File: config.mk
export PLATFORM = sky130hd
export DESIGN_NAME = srgb_linear_luma_grayscale_top
export DESIGN_NICKNAME = d
export VERILOG_FILES = /design/src/srgbl_pkg.sv /design/src/srgbl_encode.sv /design/src/srgb_linear_luma_grayscale_top.sv
export SDC_FILE = /design/constraint.sdc
export NUM_CORES = 2
export LEC_CHECK = 0
export ABC_AREA = 1
export BUFFER_PORTS_ARGS = -buffer_cell sky130_fd_sc_hd__buf_2
export CAP_MARGIN = 20
export CORE_MARGIN = 10
export CORE_UTILIZATION = 45
export DETAILED_ROUTE_END_ITERATION = 16
export GPL_ROUTABILITY_DRIVEN = 1
export PLACE_DENSITY = 0.69
export SETUP_SLACK_MARGIN = 0.1
export SLEW_MARGIN = 15
export SYNTH_ARGS = -nofsm -noshare
export SYNTH_HDL_FRONTEND = slang
export SYNTH_SLANG_ARGS = --single-unit
export TNS_END_PERCENT = 20
File: constraint.sdc
create_clock -name clk -period 12.7 [get_ports clk]
set_clock_uncertainty 0.15 [all_clocks]
set_input_delay 0 -clock clk [delete_from_list [all_inputs] [get_ports clk]]
set_output_delay 0 -clock clk [all_outputs]
set_load 0.1 [all_outputs]
File: src/srgbl_pkg.sv
// Shared constants, types and the sRGB decode and threshold tables for the gray converter.
// No dependencies; the tables are built by constant functions at elaboration.
`default_nettype none

package srgbl_pkg;

  localparam int LIN_W    = 16;  // linear-light precision, Q0.LIN_W
  localparam int CH_W     = 8;   // sRGB code width
  localparam int WGT_W    = 16;  // Q0.16 weight width
  localparam int PROD_W   = LIN_W + WGT_W;
  localparam int SUM_W    = PROD_W + 2;
  localparam int CFG_IDX_W = 2;
  localparam int TAB_N    = 1 << CH_W;

  localparam logic [WGT_W-1:0] WEIGHT_RED_RST   = WGT_W'(13933);
  localparam logic [WGT_W-1:0] WEIGHT_GREEN_RST = WGT_W'(46871);
  localparam logic [WGT_W-1:0] WEIGHT_BLUE_RST  = WGT_W'(4732);

  typedef enum logic [CFG_IDX_W-1:0] {
    REG_WEIGHT_RED   = 2'd0,
    REG_WEIGHT_GREEN = 2'd1,
    REG_WEIGHT_BLUE  = 2'd2
  } cfg_reg_t;

  typedef logic [LIN_W-1:0] lin_t;
  typedef logic [CH_W-1:0]  code_t;
  typedef lin_t [TAB_N-1:0] lin_tab_t;

  localparam lin_t LIN_MAX = {LIN_W{1'b1}};

  // y^5 in Q0.30 with truncating products
  function automatic logic [63:0] pow5_q30(input logic [63:0] y);
    logic [63:0] y2;
    logic [63:0] y4;
    y2 = (y * y) >> 30;
    y4 = (y2 * y2) >> 30;
    return (y4 * y) >> 30;
  endfunction

  // Linear value of sRGB level m/510, elaboration only
  function automatic lin_t srgb_to_lin(input logic [63:0] m);
    logic [63:0] r;
    logic [63:0] x;
    logic [63:0] x2;
    logic [63:0] lo;
    logic [63:0] hi;
    logic [63:0] mid;
    r = 64'd0;
    if (m <= 64'd20) begin
      r = (((m * 64'd100) << LIN_W) + 64'd329460) / 64'd658920;
    end else begin
      x  = ((64'd1000 * m + 64'd28050) << 30) / 64'd538050;
      x2 = (x * x) >> 30;
      lo = 64'd0;
      hi = 64'd1 << 30;
      // largest y with y^5 <= x^2, so the result is x^2 * x^0.4
      for (int i = 0; i < 40; i++) begin
        if (lo < hi) begin
          mid = lo + ((hi - lo + 64'd1) >> 1);
          if (pow5_q30(mid) <= x2) lo = mid;
          else hi = mid - 64'd1;
        end
      end
      r = (x2 * lo + (64'd1 << (59 - LIN_W))) >> (60 - LIN_W);
    end
    if (r > 64'(LIN_MAX)) r = 64'(LIN_MAX);
    return LIN_W'(r);
  endfunction

  function automatic lin_tab_t build_decode();
    lin_tab_t t;
    for (int i = 0; i < TAB_N; i++) t[i] = srgb_to_lin(64'(2 * i));
    return t;
  endfunction

  // entry k is the linear value of code k-0.5; entry 0 is zero
  function automatic lin_tab_t build_thresh();
    lin_tab_t t;
    t[0] = '0;
    for (int i = 1; i < TAB_N; i++) t[i] = srgb_to_lin(64'(2 * i - 1));
    return t;
  endfunction

  localparam lin_tab_t DECODE_TAB = build_decode();
  localparam lin_tab_t THRESH_TAB = build_thresh();

endpackage

`default_nettype wire

File: src/srgbl_encode.sv
// Pipelined sRGB re-encode: largest code whose midpoint threshold is <= the luminance.
// Depends on srgbl_pkg for the threshold table.
`default_nettype none

module srgbl_encode import srgbl_pkg::*; (
  input  wire logic  clk,
  input  wire logic  rst_n,
  input  wire logic  in_valid,
  output logic       in_ready,
  input  wire lin_t  in_lum,
  output logic       out_valid,
  input  wire logic  out_ready,
  output code_t      out_gray
);

  localparam int NSTG = CH_W / 2;  // two code bits resolved per stage

  // thresholds are nondecreasing, so a bitwise search finds the count
  function automatic code_t try_bit(input code_t g, input lin_t y, input int b);
    code_t c;
    c = g | (code_t'(1) << b);
    return (THRESH_TAB[c] <= y) ? c : g;
  endfunction

  logic  v_r   [NSTG];
  code_t g_r   [NSTG];
  lin_t  y_r   [NSTG];
  logic  en    [NSTG+1];

  assign en[NSTG] = out_ready;

  for (genvar s = 0; s < NSTG; s++) begin : g_stg
    code_t g_in;
    lin_t  y_in;
    logic  v_in;
    code_t g_nxt;

    if (s == 0) begin : g_first
      assign g_in = '0;
      assign y_in = in_lum;
      assign v_in = in_valid;
    end else begin : g_rest
      assign g_in = g_r[s-1];
      assign y_in = y_r[s-1];
      assign v_in = v_r[s-1];
    end

    assign en[s] = !v_r[s] || en[s+1];
    assign g_nxt = try_bit(try_bit(g_in, y_in, CH_W - 1 - 2 * s), y_in, CH_W - 2 - 2 * s);

    always_ff @(posedge clk) begin
      if (!rst_n) begin
        v_r[s] <= 1'b0;
      end else if (en[s]) begin
        v_r[s] <= v_in;
      end
      if (en[s]) begin
        g_r[s] <= g_nxt;
        y_r[s] <= y_in;
      end
    end
  end

  assign in_ready  = en[0];
  assign out_valid = v_r[NSTG-1];
  assign out_gray  = g_r[NSTG-1];

endmodule

`default_nettype wire

File: src/srgb_linear_luma_grayscale_top.sv
// Top level of the sRGB to gray converter: weight registers, decode, weighting, luminance.
// Depends on srgbl_pkg and srgbl_encode.
`default_nettype none

// One sRGB pixel in, one sRGB gray code out, one pixel per clock sustained
// while out_ready is held high. A pixel passes through these stages in order:
// table decode, three 16x16 weight multiplies, sum with rounding and
// saturation, then four re-encode stages that each resolve two bits of the
// gray code against the midpoint threshold table. Each stage holds its beat
// on stall and bubbles are squeezed out, so while a finished result waits,
// input is still taken if any stage is empty. Weights are written through
// cfg_wr_en/cfg_index/cfg_wdata (0 red, 1 green, 2 blue, Q0.16, BT.709 after
// reset); index 3 is ignored. Write them only while the pipeline is empty.
module srgb_linear_luma_grayscale_top import srgbl_pkg::*; (
  input  wire logic                 clk,
  input  wire logic                 rst_n,
  input  wire logic                 cfg_wr_en,
  input  wire logic [CFG_IDX_W-1:0] cfg_index,
  input  wire logic [WGT_W-1:0]     cfg_wdata,
  input  wire logic                 in_valid,
  output logic                      in_ready,
  input  wire logic [CH_W-1:0]      in_red,
  input  wire logic [CH_W-1:0]      in_green,
  input  wire logic [CH_W-1:0]      in_blue,
  output logic                      out_valid,
  input  wire logic                 out_ready,
  output logic [CH_W-1:0]           out_gray
);

  logic [WGT_W-1:0] wr_r, wg_r, wb_r;

  always_ff @(posedge clk) begin
    if (!rst_n) begin
      wr_r <= WEIGHT_RED_RST;
      wg_r <= WEIGHT_GREEN_RST;
      wb_r <= WEIGHT_BLUE_RST;
    end else if (cfg_wr_en) begin
      unique case (cfg_index)
        REG_WEIGHT_RED:   wr_r <= cfg_wdata;
        REG_WEIGHT_GREEN: wg_r <= cfg_wdata;
        REG_WEIGHT_BLUE:  wb_r <= cfg_wdata;
        default: ;
      endcase
    end
  end

  logic              v1_r, v2_r, v3_r;
  logic              en1, en2, en3;
  logic              enc_ready;
  lin_t              lr_r, lg_r, lb_r;
  logic [PROD_W-1:0] pr_r, pg_r, pb_r;
  lin_t              lum_r;
  logic [SUM_W-1:0]  sum;
  logic [SUM_W-17:0] lum_wide;
  lin_t              lum_nxt;

  assign en3      = !v3_r || enc_ready;
  assign en2      = !v2_r || en3;
  assign en1      = !v1_r || en2;
  assign in_ready = en1;

  assign sum = SUM_W'(pr_r) + SUM_W'(pg_r) + SUM_W'(pb_r) + SUM_W'(32768);
  assign lum_wide = sum[SUM_W-1:16];
  assign lum_nxt  = (lum_wide > (SUM_W-16)'(LIN_MAX)) ? LIN_MAX : LIN_W'(lum_wide);

  always_ff @(posedge clk) begin
    if (!rst_n) begin
      v1_r <= 1'b0;
      v2_r <= 1'b0;
      v3_r <= 1'b0;
    end else begin
      if (en1) v1_r <= in_valid;
      if (en2) v2_r <= v1_r;
      if (en3) v3_r <= v2_r;
    end
    if (en1) begin
      lr_r <= DECODE_TAB[in_red];
      lg_r <= DECODE_TAB[in_green];
      lb_r <= DECODE_TAB[in_blue];
    end
    if (en2) begin
      pr_r <= PROD_W'(wr_r) * PROD_W'(lr_r);
      pg_r <= PROD_W'(wg_r) * PROD_W'(lg_r);
      pb_r <= PROD_W'(wb_r) * PROD_W'(lb_r);
    end
    if (en3) lum_r <= lum_nxt;
  end

  srgbl_encode u_encode (
    .clk       (clk),
    .rst_n     (rst_n),
    .in_valid  (v3_r),
    .in_ready  (enc_ready),
    .in_lum    (lum_r),
    .out_valid (out_valid),
    .out_ready (out_ready),
    .out_gray  (out_gray)
  );

  // front stages come out of reset empty
  a_reset_empty: assert property (@(posedge clk)
    !rst_n |=> !v1_r && !v2_r && !v3_r)
    else $error("front pipeline not empty after reset");

  // input backs up only when every front stage is full and the encoder is blocked
  a_ready_full: assert property (@(posedge clk) disable iff (!rst_n)
    !in_ready |-> v1_r && v2_r && v3_r && !enc_ready)
    else $error("input stalled with room in the pipeline");

  // a stalled luminance beat is neither dropped nor altered
  a_lum_hold: assert property (@(posedge clk) disable iff (!rst_n)
    v3_r && !enc_ready |=> v3_r && $stable(lum_r))
    else $error("stalled luminance beat lost");

endmodule

`default_nettype wire
==> key figures <==
Global routing
  – Total track usage: 31.2%
  – Maximum number of pins on one net before global-route repair: 81
  – Global-route wire length before repair: 341000 microns
  – GRT Residual Overflow: 0
  – Number of global-route vias before repair: 56000
  – Initial antenna violation count: 4

Final layout
  – Proportion of layout cells with a drive suffix above 1: 3.47%
  – P&R area growth vs syn: 4.93%
  – Fillers: 12600
  – Post-layout net count: 9029

Yosys
  – Nets in the synthesized netlist: 9218
  – Asr flop ratio synth: 0%
  – Main flop type after synthesis: sky130_fd_sc_hd__edfxtp_1
  – Post-synthesis instance area: 56500 sq um
  – Cell variety after synth: 70
  – Gate count of the mapped netlist: 7975
  – Number of synthesized flops with an enable pin: 231
  – Yosys warns: 0
  – Mean area per synthesized cell: 7.08 sq um
  – Proportion of synthesized chip area in sequential cells: 14.1%
  – Number of flip-flops and latches in the synthesized netlist: 283

Routing
  – First drt pass iteration count: 7
  – Detailed-route via count: 55600
  – Routed Wire Length: 224000 microns
  – DRT antenna net count: 0
  – Drc violations: 0
  – WL/cell: 23.7 microns
  – Post-detailed-route via-to-cell ratio: 5.88
  – DRC violation total after the first TritonRoute iteration: 6625

Worst setup path
  – CP Capture Type: flip-flop
  – Cell at the slowest stage of the critical path: sky130_fd_sc_hd__inv_1
  – Worst Path Required: 12.87 ns
  – Worst Setup Path Type: flip-flop to flip-flop
  – Dominant cell type by count on the critical path: sky130_fd_sc_hd__nand2_1
  – Cell depth of the worst flop-to-flop path: 37
  – Nature of the critical path startpoint: flip-flop
  – Crit path DAT: 8.26 ns
  – Max FO, Critical Path: 46
  – Longest individual stage delay on the worst path: 0.86 ns

STA
  – Hold Vio Cnt, Final: 0
  – Min cycle time layout: 8.08 ns
  – Post-route clock period utilization: 63.7%
  – Final-report setup violation count: 0
  – Accumulated negative setup slack: 0 ns
  – Hold slack: 0.0711 ns
  – Relative max-transition margin: 26.8%
  – Actual slew at the worst max-slew pin: 1.10 ns
  – Final Max Tran Viols: 0
  – Unrepaired setup endpoints after global routing: false
  – Max Fclk: 124 MHz

Floorplanning
  – Floorplan die area: 140000 sq um
  – Effective utilization at floorplan: 45.5%
  – Floorplan Core Area: 124000 sq um
  – Overall die width: 374 microns
  – Die Y: 374 microns
  – Io pins: 57
  – Num rows: 129

Clock tree
  – TritonCTS clock tree: done
  – Clock network latency to the later pin of the worst-skew pair: 0.60 ns
  – Post-CTS setup repair buffer count: 0
  – Number of buffers on the longest clock path: 3
  – Hold buffer count at CTS: 47
  – Count of clock tree sinks: 283
  – TritonCTS buffer count: 36
  – Root buffer cell: sky130_fd_sc_hd__clkbuf_16
  – PostCTS Resize Cnt: 0
  – Clock transition at path regs: 0.08 ns
  – H-tree depth: 2

Worst hold path
  – Hold Path Class: input pin to flip-flop
  – Hold Path Cell Cnt: 3

Placed design
  – Routability congestion estimate from global placement: 1.04
  – Number of input and output port buffers inserted: 56
  – Hpwl dp: 172000 microns

Job
  – Max-cap violations: 0

Outcome
  – Result of the run: complete, no violations
[cells in the mapped netlist, types with 19 or more instances]
cell type / instances / area [sq um]
sky130_fd_sc_hd__a211oi_1: 30 / 225
sky130_fd_sc_hd__a21oi_1: 448 / 2240
sky130_fd_sc_hd__a31oi_1: 68 / 425
sky130_fd_sc_hd__buf_1: 19 / 71.3
sky130_fd_sc_hd__buf_2: 79 / 395
sky130_fd_sc_hd__clkbuf_1: 278 / 1040
sky130_fd_sc_hd__dfxtp_1: 52 / 1040
sky130_fd_sc_hd__edfxtp_1: 231 / 6940
sky130_fd_sc_hd__fa_1: 619 / 12400
sky130_fd_sc_hd__ha_1: 577 / 7220
sky130_fd_sc_hd__inv_1: 1671 / 6270
sky130_fd_sc_hd__inv_2: 25 / 93.8
sky130_fd_sc_hd__nand2_1: 1904 / 7150
sky130_fd_sc_hd__nand3_1: 304 / 1520
sky130_fd_sc_hd__nand4_1: 51 / 319
sky130_fd_sc_hd__nor2_1: 518 / 1940
sky130_fd_sc_hd__nor2_2: 20 / 125
sky130_fd_sc_hd__nor3_1: 79 / 395
sky130_fd_sc_hd__o2111ai_1: 38 / 333
sky130_fd_sc_hd__o211ai_1: 80 / 601
sky130_fd_sc_hd__o21ai_0: 435 / 2180
sky130_fd_sc_hd__o21ai_1: 34 / 170
sky130_fd_sc_hd__o221ai_1: 42 / 368
sky130_fd_sc_hd__o22ai_1: 41 / 257
sky130_fd_sc_hd__xnor2_1: 39 / 342
sky130_fd_sc_hd__xor2_1: 51 / 447
[routing by layer]
layer  wire length (microns)  track usage, %  up-vias
met3                   22700            6.70      717
met5                      31               0        -
li1                        -               -    24800
met1                   90600            40.8    26900
met2                   98800            48.9     3199
met4                   12300            14.4        6
[metrics by stage]
step | instances | setup slack, ns | utilization (%) | cell area (sq um)
2_1_floorplan | 7975 | 6.95 | - | 56500
3_3_place_gp | 9336 | 4.52 | 46.4 | 57600
3_5_place_dp | 9338 | 4.83 | 46.4 | 57600
4_1_cts | 9451 | 4.76 | 47.7 | 59200
5_1_grt | 9451 | 4.14 | 47.7 | 59200
6_report | 9453 | 4.62 | 47.7 | 59200
[area by class of cell]
| type | instances | area, sq um | area share, % |
|---|---|---|---|
| timing repair buffer | 174 | 1290 | 2.17 |
| antenna | 2 | 5.00 | 0.00845 |
| tap | 1637 | 2050 | 3.46 |
| sequential | 283 | 7980 | 13.5 |
| multi-input combinational | 5588 | 40400 | 68.2 |
| inverter | 1703 | 6400 | 10.8 |
| clock buffer | 45 | 956 | 1.61 |
| clock inverter | 21 | 185 | 0.313 |
[sequential cells by signal, summed over array words and instances, names as in the netlist, 20 cells and up]
register      cells
u_encode.y_r     48
pb_r             32
pg_r             32
pr_r             32
u_encode.g_r     20
[path summary, 6_finish.rpt]
check                          start                 end  slack [ns]
setup / recovery  u_encode.g_r[2][3]  u_encode.g_r[3][0]        4.62
hold / removal           in_green[5]            lg_r[12]        0.07
setup reg to reg  u_encode.g_r[2][3]  u_encode.g_r[3][0]        4.62
hold reg to reg   u_encode.y_r[1][3]  u_encode.y_r[2][3]        0.30
[cells in the final DEF (no fill, tap or decap), drive strengths merged, types with 38 or more instances in the layout]
master / instances
nand2: 1912
inv: 1706
fa: 619
ha: 577
nor2: 542
o21ai: 473
a21oi: 450
nand3: 304
edfxtp: 231
buf: 127
o211ai: 80
nor3: 80
a31oi: 68
dfxtp: 52
nand4: 51
xor2: 51
dlygate4sd3: 47
clkbuf: 45
o221ai: 42
o22ai: 41
xnor2: 39
o2111ai: 38
[critical path, delay by kind of cell (launching register included)]
family,cells,cell delay (ns)
and+or+nand+nor,18,2.73
DFF,1,0.35
buffers and inverters,7,1.57
AOI/OAI and AO/OA,8,1.56
adders and majority gates,4,1.40
[logic make-up after synthesis]
logic type | synth area share, %
flops | 14.1
simple gates | 20.9
buf+inv | 14.4
fa+ha+maj | 34.7
compound gates | 14.5
xor+xnor | 1.40
Power is not shown: default switching activity piles up to over one toggle a cycle in this logic, so the estimate is an artifact.
